[src/sv/gcsl_pkg.sv]
// ============================================================================
// gcsl_pkg
// Shared types and constants for the glyph cache slot lookup block.
// ============================================================================
package gcsl_pkg;

   localparam int CODE_W    = 16;
   localparam int STAMP_W   = 32;
   localparam int SLOT_W    = 6;
   // widest slot index over the supported cache sizes (up to 1024 slots)
   localparam int IDX_MAX_W = 10;

   localparam logic [STAMP_W-1:0] STAMP_MAX  = 32'hffff_ffff;
   localparam logic [CODE_W-1:0]  CODE_EMPTY = '0;

   localparam logic CMD_NEW_CALL = 1'b0;
   localparam logic CMD_LOOKUP   = 1'b1;

   typedef enum logic [2:0] {
      ST_CLEAR,
      ST_IDLE,
      ST_SCAN,
      ST_DRAIN,
      ST_FINISH
   } state_type;

   // outcome of one scan over the cache
   typedef struct packed {
      logic                 hit;
      logic [IDX_MAX_W-1:0] idx;
      logic [CODE_W-1:0]    old_code;
   } scan_res_type;

endpackage

[src/sv/gcsl_if.sv]
// ============================================================================
// gcsl_req_if / gcsl_rsp_if
// Valid/ready channels for lookup requests and lookup responses.
// ============================================================================
interface gcsl_req_if;
   import gcsl_pkg::*;
   logic              valid;
   logic              ready;
   logic              cmd;
   logic [CODE_W-1:0] char_code;

   modport source (output valid, cmd, char_code, input ready);
   modport sink   (input valid, cmd, char_code, output ready);
endinterface

interface gcsl_rsp_if;
   import gcsl_pkg::*;
   logic              valid;
   logic              ready;
   logic [SLOT_W-1:0] slot;
   logic              hit;
   logic [CODE_W-1:0] replaced_code;

   modport source (output valid, slot, hit, replaced_code, input ready);
   modport sink   (input valid, slot, hit, replaced_code, output ready);
endinterface

[src/sv/glyph_cache_slot_lookup_core.sv]
// ============================================================================
// glyph_cache_slot_lookup_core
// Fully associative glyph cache with oldest-stamp replacement.
//
//   channel  dir  handshake      payload
//   req_ch   in   valid/ready    cmd, char_code
//   rsp_ch   out  valid/ready    slot, hit, replaced_code
//
// A lookup runs through the accept cycle, one RAM read per slot through the
// shared compare unit, a drain step for the registered read and a commit step.
// A new-call transfer completes on acceptance, or, when the counter wraps, is
// followed by a sweep of the stamp RAM to zero. After reset a clearing pass
// over both RAMs runs before the first transfer. A stalled response holds the
// commit step.
// ============================================================================
module glyph_cache_slot_lookup_core import gcsl_pkg::*; #(
   parameter int SLOTS = 64
) (
   input  logic    clock,
   input  logic    reset,
   gcsl_req_if.sink   req_ch,
   gcsl_rsp_if.source rsp_ch
);

   localparam int IW = SLOTS > 1 ? $clog2(SLOTS) : 1;
   localparam logic [IW-1:0] LAST_IDX = IW'(SLOTS - 1);

   state_type          state_ff, state_in;
   logic [IW-1:0]      addr_ff, addr_in;
   logic               clr_codes_ff, clr_codes_in;
   logic [STAMP_W-1:0] counter_ff, counter_in;
   logic [CODE_W-1:0]  key_ff, key_in;
   logic               rd_vld_ff, rd_vld_in;
   logic [IW-1:0]      rd_idx_ff, rd_idx_in;
   logic               rsp_vld_ff, rsp_vld_in;
   logic [SLOT_W-1:0]  rsp_slot_ff, rsp_slot_in;
   logic               rsp_hit_ff, rsp_hit_in;
   logic [CODE_W-1:0]  rsp_code_ff, rsp_code_in;

   logic               req_xfer;
   logic               commit;
   logic               scan_clear;
   logic               code_we, stamp_we;
   logic [IW-1:0]      wr_addr;
   logic [CODE_W-1:0]  code_wd;
   logic [STAMP_W-1:0] stamp_wd;
   logic [CODE_W-1:0]  rd_code;
   logic [STAMP_W-1:0] rd_stamp;
   scan_res_type       res;

   assign req_ch.ready = (state_ff == ST_IDLE);
   assign req_xfer     = req_ch.valid && req_ch.ready;
   assign commit       = (state_ff == ST_FINISH) && (!rsp_vld_ff || rsp_ch.ready);

   always_comb begin
      state_in     = state_ff;
      addr_in      = addr_ff;
      clr_codes_in = clr_codes_ff;
      counter_in   = counter_ff;
      key_in       = key_ff;
      rd_vld_in    = 1'b0;
      rd_idx_in    = addr_ff;
      rsp_vld_in   = rsp_vld_ff && !rsp_ch.ready;
      rsp_slot_in  = rsp_slot_ff;
      rsp_hit_in   = rsp_hit_ff;
      rsp_code_in  = rsp_code_ff;
      scan_clear   = 1'b0;
      code_we      = 1'b0;
      stamp_we     = 1'b0;
      wr_addr      = addr_ff;
      code_wd      = CODE_EMPTY;
      stamp_wd     = '0;
      case (state_ff)
         ST_CLEAR: begin
            code_we  = clr_codes_ff;
            stamp_we = 1'b1;
            if (addr_ff == LAST_IDX) begin
               addr_in      = '0;
               clr_codes_in = 1'b0;
               state_in     = ST_IDLE;
            end else begin
               addr_in = addr_ff + 1'b1;
            end
         end
         ST_IDLE: begin
            if (req_xfer) begin
               addr_in = '0;
               if (req_ch.cmd == CMD_NEW_CALL) begin
                  counter_in = counter_ff + 1'b1;
                  // wrap to zero: sweep all stamps back to zero
                  if (counter_in == '0) begin
                     state_in = ST_CLEAR;
                  end
               end else begin
                  key_in     = req_ch.char_code;
                  scan_clear = 1'b1;
                  state_in   = ST_SCAN;
               end
            end
         end
         ST_SCAN: begin
            rd_vld_in = 1'b1;
            if (addr_ff == LAST_IDX) begin
               state_in = ST_DRAIN;
            end else begin
               addr_in = addr_ff + 1'b1;
            end
         end
         ST_DRAIN: begin
            state_in = ST_FINISH;
         end
         ST_FINISH: begin
            if (commit) begin
               rsp_vld_in  = 1'b1;
               rsp_slot_in = res.idx[SLOT_W-1:0];
               rsp_hit_in  = res.hit;
               rsp_code_in = res.old_code;
               wr_addr     = res.idx[IW-1:0];
               code_wd     = key_ff;
               stamp_wd    = counter_ff;
               code_we     = !res.hit;
               stamp_we    = !res.hit;
               state_in    = ST_IDLE;
            end
         end
         default: begin
            state_in = ST_IDLE;
         end
      endcase
   end

   always_ff @(posedge clock) begin
      if (reset) begin
         state_ff     <= ST_CLEAR;
         addr_ff      <= '0;
         clr_codes_ff <= 1'b1;
         counter_ff   <= '0;
         rd_vld_ff    <= 1'b0;
         rsp_vld_ff   <= 1'b0;
      end else begin
         state_ff     <= state_in;
         addr_ff      <= addr_in;
         clr_codes_ff <= clr_codes_in;
         counter_ff   <= counter_in;
         rd_vld_ff    <= rd_vld_in;
         rsp_vld_ff   <= rsp_vld_in;
      end
      key_ff      <= key_in;
      rd_idx_ff   <= rd_idx_in;
      rsp_slot_ff <= rsp_slot_in;
      rsp_hit_ff  <= rsp_hit_in;
      rsp_code_ff <= rsp_code_in;
   end

   gcsl_ram #(
      .WIDTH (CODE_W),
      .DEPTH (SLOTS)
   ) u_code_ram (
      .clock   (clock),
      .wr_en   (code_we),
      .wr_addr (wr_addr),
      .wr_data (code_wd),
      .rd_addr (addr_ff),
      .rd_data (rd_code)
   );

   gcsl_ram #(
      .WIDTH (STAMP_W),
      .DEPTH (SLOTS)
   ) u_stamp_ram (
      .clock   (clock),
      .wr_en   (stamp_we),
      .wr_addr (wr_addr),
      .wr_data (stamp_wd),
      .rd_addr (addr_ff),
      .rd_data (rd_stamp)
   );

   gcsl_scan #(
      .SLOTS (SLOTS)
   ) u_scan (
      .clock    (clock),
      .reset    (reset),
      .clear    (scan_clear),
      .rd_vld   (rd_vld_ff),
      .rd_idx   (rd_idx_ff),
      .rd_code  (rd_code),
      .rd_stamp (rd_stamp),
      .key      (key_ff),
      .res      (res)
   );

   assign rsp_ch.valid         = rsp_vld_ff;
   assign rsp_ch.slot          = rsp_slot_ff;
   assign rsp_ch.hit           = rsp_hit_ff;
   assign rsp_ch.replaced_code = rsp_code_ff;

   a_lookup_starts_scan: assert property (@(posedge clock) disable iff (reset)
      (req_xfer && req_ch.cmd == CMD_LOOKUP) |=> state_ff == ST_SCAN)
      else $error("lookup transfer did not start a scan");

   a_wrap_sweeps_stamps: assert property (@(posedge clock) disable iff (reset)
      (req_xfer && req_ch.cmd == CMD_NEW_CALL && counter_ff == STAMP_MAX)
      |=> (state_ff == ST_CLEAR && !clr_codes_ff))
      else $error("counter wrap did not sweep the stamps");

   a_rsp_from_commit: assert property (@(posedge clock) disable iff (reset)
      $rose(rsp_vld_ff) |-> $past(state_ff) == ST_FINISH)
      else $error("response raised outside the commit step");

   a_hit_no_replace: assert property (@(posedge clock) disable iff (reset)
      (rsp_vld_ff && rsp_hit_ff) |-> rsp_code_ff == CODE_EMPTY)
      else $error("hit reports a replaced code");

   a_victim_in_range: assert property (@(posedge clock) disable iff (reset)
      commit |-> int'(res.idx) < SLOTS)
      else $error("selected slot beyond the cache");

endmodule

[src/sv/gcsl_ram.sv]
// ============================================================================
// gcsl_ram
// Generic single-write, single-read RAM with registered read data.
// ============================================================================
module gcsl_ram #(
   parameter int WIDTH = 16,
   parameter int DEPTH = 64
) (
   input  logic                                      clock,
   input  logic                                      wr_en,
   input  logic [(DEPTH > 1 ? $clog2(DEPTH) : 1)-1:0] wr_addr,
   input  logic [WIDTH-1:0]                          wr_data,
   input  logic [(DEPTH > 1 ? $clog2(DEPTH) : 1)-1:0] rd_addr,
   output logic [WIDTH-1:0]                          rd_data
);

   logic [WIDTH-1:0] mem_ff [DEPTH];
   logic [WIDTH-1:0] rd_data_ff;

   always_ff @(posedge clock) begin
      if (wr_en) begin
         mem_ff[wr_addr] <= wr_data;
      end
      rd_data_ff <= mem_ff[rd_addr];
   end

   assign rd_data = rd_data_ff;

endmodule

[src/sv/gcsl_scan.sv]
// ============================================================================
// gcsl_scan
// Compare unit stepped once per slot: tracks first match, first empty slot
// and first strictly smallest stamp, then picks the hit or the victim.
// ============================================================================
module gcsl_scan import gcsl_pkg::*; #(
   parameter int SLOTS = 64
) (
   input  logic                                      clock,
   input  logic                                      reset,
   input  logic                                      clear,
   input  logic                                      rd_vld,
   input  logic [(SLOTS > 1 ? $clog2(SLOTS) : 1)-1:0] rd_idx,
   input  logic [CODE_W-1:0]                         rd_code,
   input  logic [STAMP_W-1:0]                        rd_stamp,
   input  logic [CODE_W-1:0]                         key,
   output scan_res_type                              res
);

   localparam int IW = SLOTS > 1 ? $clog2(SLOTS) : 1;

   logic               match_vld_ff, match_vld_in;
   logic [IW-1:0]      match_idx_ff, match_idx_in;
   logic               empty_vld_ff, empty_vld_in;
   logic [IW-1:0]      empty_idx_ff, empty_idx_in;
   logic               min_vld_ff, min_vld_in;
   logic [IW-1:0]      min_idx_ff, min_idx_in;
   logic [STAMP_W-1:0] min_stamp_ff, min_stamp_in;
   logic [CODE_W-1:0]  min_code_ff, min_code_in;
   logic [CODE_W-1:0]  code0_ff, code0_in;

   always_comb begin
      match_vld_in = match_vld_ff;
      match_idx_in = match_idx_ff;
      empty_vld_in = empty_vld_ff;
      empty_idx_in = empty_idx_ff;
      min_vld_in   = min_vld_ff;
      min_idx_in   = min_idx_ff;
      min_stamp_in = min_stamp_ff;
      min_code_in  = min_code_ff;
      code0_in     = code0_ff;
      if (clear) begin
         match_vld_in = 1'b0;
         empty_vld_in = 1'b0;
         min_vld_in   = 1'b0;
         min_stamp_in = STAMP_MAX;
      end else if (rd_vld) begin
         if (rd_code == key && !match_vld_ff) begin
            match_vld_in = 1'b1;
            match_idx_in = rd_idx;
         end
         if (rd_code == CODE_EMPTY && !empty_vld_ff) begin
            empty_vld_in = 1'b1;
            empty_idx_in = rd_idx;
         end
         // strict compare keeps the lowest slot among equal stamps
         if (rd_stamp < min_stamp_ff) begin
            min_vld_in   = 1'b1;
            min_idx_in   = rd_idx;
            min_stamp_in = rd_stamp;
            min_code_in  = rd_code;
         end
         if (rd_idx == '0) begin
            code0_in = rd_code;
         end
      end
   end

   always_ff @(posedge clock) begin
      if (reset) begin
         match_vld_ff <= 1'b0;
         empty_vld_ff <= 1'b0;
         min_vld_ff   <= 1'b0;
      end else begin
         match_vld_ff <= match_vld_in;
         empty_vld_ff <= empty_vld_in;
         min_vld_ff   <= min_vld_in;
      end
      match_idx_ff <= match_idx_in;
      empty_idx_ff <= empty_idx_in;
      min_idx_ff   <= min_idx_in;
      min_stamp_ff <= min_stamp_in;
      min_code_ff  <= min_code_in;
      code0_ff     <= code0_in;
   end

   always_comb begin
      res.hit      = 1'b0;
      res.idx      = '0;
      res.old_code = '0;
      if (match_vld_ff) begin
         res.hit = 1'b1;
         res.idx = IDX_MAX_W'(match_idx_ff);
      end else if (empty_vld_ff) begin
         res.idx = IDX_MAX_W'(empty_idx_ff);
      end else if (min_vld_ff) begin
         res.idx      = IDX_MAX_W'(min_idx_ff);
         res.old_code = min_code_ff;
      end else begin
         // every stamp saturated: fall back to slot 0
         res.old_code = code0_ff;
      end
   end

endmodule

[src/flat_wrapper.sv]
// flat-port wrapper written by rule: the top's interface ports become plain ports
module glyph_cache_slot_lookup_core_flat import gcsl_pkg::*;
#(
   parameter int SLOTS = 64
)
  (clock, reset, req_ch_valid, req_ch_cmd, req_ch_char_code, req_ch_ready, rsp_ch_valid, rsp_ch_slot, rsp_ch_hit, rsp_ch_replaced_code, rsp_ch_ready);
  gcsl_req_if req_ch_i ();
  gcsl_rsp_if rsp_ch_i ();
  input  logic clock;
  input  logic reset;
  input wire logic [$bits(req_ch_i.valid)-1:0] req_ch_valid;
  input wire logic [$bits(req_ch_i.cmd)-1:0] req_ch_cmd;
  input wire logic [$bits(req_ch_i.char_code)-1:0] req_ch_char_code;
  output wire logic [$bits(req_ch_i.ready)-1:0] req_ch_ready;
  output wire logic [$bits(rsp_ch_i.valid)-1:0] rsp_ch_valid;
  output wire logic [$bits(rsp_ch_i.slot)-1:0] rsp_ch_slot;
  output wire logic [$bits(rsp_ch_i.hit)-1:0] rsp_ch_hit;
  output wire logic [$bits(rsp_ch_i.replaced_code)-1:0] rsp_ch_replaced_code;
  input wire logic [$bits(rsp_ch_i.ready)-1:0] rsp_ch_ready;
  assign req_ch_i.valid = req_ch_valid;
  assign req_ch_i.cmd = req_ch_cmd;
  assign req_ch_i.char_code = req_ch_char_code;
  assign req_ch_ready = req_ch_i.ready;
  assign rsp_ch_valid = rsp_ch_i.valid;
  assign rsp_ch_slot = rsp_ch_i.slot;
  assign rsp_ch_hit = rsp_ch_i.hit;
  assign rsp_ch_replaced_code = rsp_ch_i.replaced_code;
  assign rsp_ch_i.ready = rsp_ch_ready;
  glyph_cache_slot_lookup_core #(.SLOTS(SLOTS)) u_core (.clock(clock), .reset(reset), .req_ch(req_ch_i), .rsp_ch(rsp_ch_i));
endmodule
[config.mk]
export PLATFORM = sky130hd
export DESIGN_NAME = glyph_cache_slot_lookup_core_flat
export DESIGN_NICKNAME = d
export VERILOG_FILES = /design/src/sv/gcsl_pkg.sv /design/src/sv/gcsl_if.sv /design/src/sv/glyph_cache_slot_lookup_core.sv /design/src/sv/gcsl_ram.sv /design/src/sv/gcsl_scan.sv /design/src/flat_wrapper.sv
export SDC_FILE = /design/constraint.sdc
export NUM_CORES = 2
export LEC_CHECK = 0
export BUFFER_PORTS_ARGS = -buffer_cell sky130_fd_sc_hd__buf_4
export CAP_MARGIN = 15
export CORE_MARGIN = 2
export CORE_UTILIZATION = 35
export CTS_BUF_LIST = sky130_fd_sc_hd__clkbuf_16
export DETAILED_ROUTE_END_ITERATION = 6
export GPL_TIMING_DRIVEN = 0
export SETUP_SLACK_MARGIN = 0.2
export SLEW_MARGIN = 40
export SYNTH_ARGS = -nofsm -noshare
export SYNTH_HDL_FRONTEND = slang
export SYNTH_SLANG_ARGS = --single-unit
[constraint.sdc]
create_clock -name clock -period 4.05 [get_ports clock]
set_clock_uncertainty 0.15 [all_clocks]
set_input_delay 0.2025 -clock clock [delete_from_list [all_inputs] [get_ports clock]]
set_output_delay 0.2025 -clock clock [all_outputs]
set_load 0.03 [all_outputs]
==> results.toml <==
[outcome]
outcome = "finished, final reports clean"

[setup_path]
crit-reg2reg-capture = "u_core.u_code_ram.mem_ff[28][7]$_DFFE_PP_"
rr_worst_depth = 9
r2r_slack_ps = 90
worst-endpoint-required_ps = 4450
crit_type = "reg -> reg"
arrival_ps = 4360
endpoint_kind = "flop"
cp-start-kind = "flop"
cp_max_fo = 10
reg2reg_from = "u_core.u_scan.match_vld_ff$_SDFFE_PP0P_"

[grt]
grt_max_degree = 65
use_met2_pct = 29.6
antenna_found_initial = 24
use_met3_pct = 3.83
grt_pass1_wl_mm = 454
grt_usage_pct = 17.4
grt_pass1_vias = 61400
globalRouteOverflowTotal = 0
busiest_layer = "met2"
met1_usage_pct = 22.4

[drt]
drt_pre_antenna_iters = 6
dr.first_iter.drc_count = 6961
wl_mm = 322
drc = 0
routed_via_density = 5.42
ant_nets = 0
wire_per_inst_um = 28.9
vias = 60400

[logic_synthesis]
avgSynthCellArea_um2 = 23.6
synth.cell_area_um2 = 126000
synth_seq_cells = 3294
postSynthCellCount = 5333
ys_seq_area_share_pct = 77.4
synth_warnings = 0
async_flop_share_pct = 0
synth_edf_count = 3161
synth_top_flop_cell = "edfxtp_1"
syn-num-nets = 5387
synth.distinct_cells = 57

[min_path]
min_to = "u_core.state_ff[2]$_SDFFE_PP0P_"
worstHoldStart = "rsp_ch_ready"
min_path_cells = 5
hp-class = "in -> reg"

[power_and_ir_drop]
p_comb_share_pct = 5.1
power.switching_uw = 14800
power_density_nw_per_um2 = 464
clkPwrFrac_pct = 41.5
internal_power_uw = 55100
seqPwrFrac_pct = 53.4
peakVddDrop_mv = 0.300
swShare_pct = 21.2
p_leak_uw = 0.0478

[floorplan]
start_util_pct = 35.1
dieArea_um2 = 365000
row_count = 220
die_h_um = 604
coreArea_um2 = 359000
die_x_um = 604
io_pins = 46

[timing]
tightest_slew_ps = 921
rsz0062_at_grt = "yes"
finalWorstSetupSlack_ps = 87.5
slew_headroom_pct = 38.4
period_needed_ps = 3960
setup_viol_count_final = 0
slew_violations = 0
fmax_mhz = 252
final-hold-violation-count = 0
period_share_pct = 97.8

[clocking]
insertion_delay_ps = 870
cts-root-buf = "clkbuf_16"
clk_pin_slew_ps = 70
tritoncts = "done"
cts_sinks = 3294
clock_path_buffers = 4
htree_levels = 5
numCtsBuffers = 326

[placed_design]
gp_congestion = 0.848
post-place-ws_ps = -1120
place_hpwl_mm = 221
port-buffer-count = 44

[job]
cap_violations = 0

[finish]
final_util_pct = 42.0
final_nets = 6162
syn_to_final_growth_pct = 19.5
drive_gt1_share_pct = 35.5
layer usage:
| metal | part of all wire [%] | wire (um) |
|---|---|---|
| met5 | 0.0043 | 14 |
| met4 | 2.7 | 8770 |
| met3 | 8.5 | 27400 |
| met2 | 50 | 162000 |
| met1 | 38 | 124000 |
worst max-delay path by stage:
| stage | startpoint | endpoint | depth (start not counted) |
|---|---|---|---|
| floorplan | u_core.state_ff[2]$_SDFFE_PP0P_ | u_core.u_stamp_ram.mem_ff[32][0]$_DFFE_PP_ | 8 |
| global placement | u_core.addr_ff[1]$_SDFFE_PP0P_ | u_core.u_stamp_ram.mem_ff[47][16]$_DFFE_PP_ | 8 |
| detailed placement | u_core.u_scan.match_vld_ff$_SDFFE_PP0P_ | u_core.u_stamp_ram.mem_ff[27][10]$_DFFE_PP_ | 9 |
| CTS | u_core.state_ff[0]$_SDFFE_PP0P_ | u_core.u_code_ram.mem_ff[34][8]$_DFFE_PP_ | 10 |
| global route | u_core.state_ff[0]$_SDFFE_PP0P_ | u_core.u_code_ram.mem_ff[35][7]$_DFFE_PP_ | 10 |
| finish | u_core.u_scan.match_vld_ff$_SDFFE_PP0P_ | u_core.u_code_ram.mem_ff[28][7]$_DFFE_PP_ | 9 |
sequential cells by signal, summed over array words and instances, names as in the netlist, 3 cells and up:
| signal | count |
|---|---|
| u_core.u_scan.empty_idx_ff | 6 |
| u_core.u_scan.match_idx_ff | 6 |
| u_core.state_ff | 3 |
| u_core.addr_ff | 6 |
| u_core.rsp_ch.replaced_code | 16 |
| u_core.u_code_ram.mem_ff | 1024 |
| u_core.u_scan.code0_ff | 16 |
| u_core.u_code_ram.rd_data | 16 |
| u_core.rsp_ch.slot | 6 |
| u_core.rd_idx_ff | 6 |
| u_core.u_stamp_ram.mem_ff | 2048 |
| u_core.u_scan.min_code_ff | 16 |
| u_core.key_ff | 16 |
| u_core.u_stamp_ram.rd_data | 32 |
| u_core.u_scan.min_idx_ff | 6 |
| u_core.counter_ff | 32 |
| u_core.u_scan.min_stamp_ff | 32 |
cell usage in the layout (no fill, tap or decap), drive strengths merged, types with 7 or more instances in the layout:
| master | instances |
|---|---|
| nand2 | 59 |
| or3 | 7 |
| dfxtp | 133 |
| mux2i | 22 |
| clkinvlp | 14 |
| nor4 | 11 |
| bufinv | 23 |
| clkinv | 141 |
| inv | 106 |
| mux4 | 1008 |
| ha | 33 |
| nand4 | 14 |
| xor2 | 36 |
| nand3b | 7 |
| nor3 | 17 |
| a21oi | 20 |
| o2111ai | 32 |
| o211ai | 33 |
| a31oi | 11 |
| nor2b | 14 |
| nor2 | 208 |
| o21ai | 20 |
| edfxtp | 3161 |
| dlygate4sd3 | 38 |
| and2 | 54 |
| and3 | 7 |
| diode | 15 |
| buf | 509 |
| xnor2 | 20 |
| nand3 | 27 |
| clkbuf | 520 |
critical path, cell delays in order, from the launching register on:
cell and delay [ps]:
dfxtp_1 420, clkbuf_2 330, inv_1 290, a31oi_4 370
mux2i_4 260, nor2_4 380, and2_1 460, nand2_2 360
nor2_4 390, buf_8 210
through the flow:
stage | setup TNS, ps | instance area (um^2) | hold slack (ps) | std cells | total power (uW)
after global routing | 0 | 151000 | 244 | 11100 | 71700
after CTS | 0 | 150000 | 190 | 11100 | 70400
after floorplan | -29230 | 126000 | 151 | 5333 | 39900
after detailed placement | -2068610 | 139000 | 223 | 10400 | 41500
after global placement | - | 132000 | 229 | 10200 | 41300
final | 0 | 151000 | 241 | 11200 | 69900
cell families (layout without fill, tap and decap cells):
family	after synthesis	after routing	share of synthesized area, %
AOI/OAI and AO/OA	143	143	0.806
xor gates and xnor gates	56	56	0.389
adders and majority gates	33	33	0.328
buffers and inverters	322	1352	1.09
DFF	3294	3294	77.4
muxes	1035	1035	18.2
other	0	15	0
and+or+nand+nor	450	450	1.71
power by group through the flow:
stage	combinational, uW	sequential, uW	clock (uW)
4_1_cts	3550	37300	29500
2_1_floorplan	2020	37900	0
5_1_grt	3720	37300	30700
6_report	3560	37300	29000
3_5_place_dp	3490	38000	0
3_3_place_gp	3290	38000	0
cell type report:
cell class	count	area, um^2
clock inverters	246	1720
inverters	38	143
well taps	4773	5970
plain buffers	284	1390
diodes	15	37.5
repair buffers	447	6820
clock buffers	337	8430
flip-flops and latches	3294	97600
fillers	30200	208000
multi-input cells	1717	28500
synth_stat cells (32+ instances only):
cell type | n | area [um^2]
and2_1 | 53 | 332
o211ai_1 | 33 | 248
clkbuf_1 | 178 | 668
edfxtp_1 | 3161 | 94900
ha_1 | 33 | 413
inv_1 | 38 | 143
mux4_2 | 1008 | 22700
dfxtp_1 | 133 | 2660
buf_2 | 78 | 390
nand2_1 | 59 | 221
o2111ai_1 | 32 | 280
nor2_1 | 208 | 781
xor2_1 | 36 | 315
repair_timing:
| action | CTS | global route |
|---|---|---|
| endpoints found under the hold margin | 29 | 0 |
| buffers inserted | 90 | 20 |
| endpoints found under the setup margin | 3120 | 1962 |
| pin swaps | 61 | 9 |
| hold buffers | 38 | 0 |
| gates cloned | 0 | 0 |
| resized for setup | 61 | 56 |
Note: power is estimated with default switching activity, not from simulation.
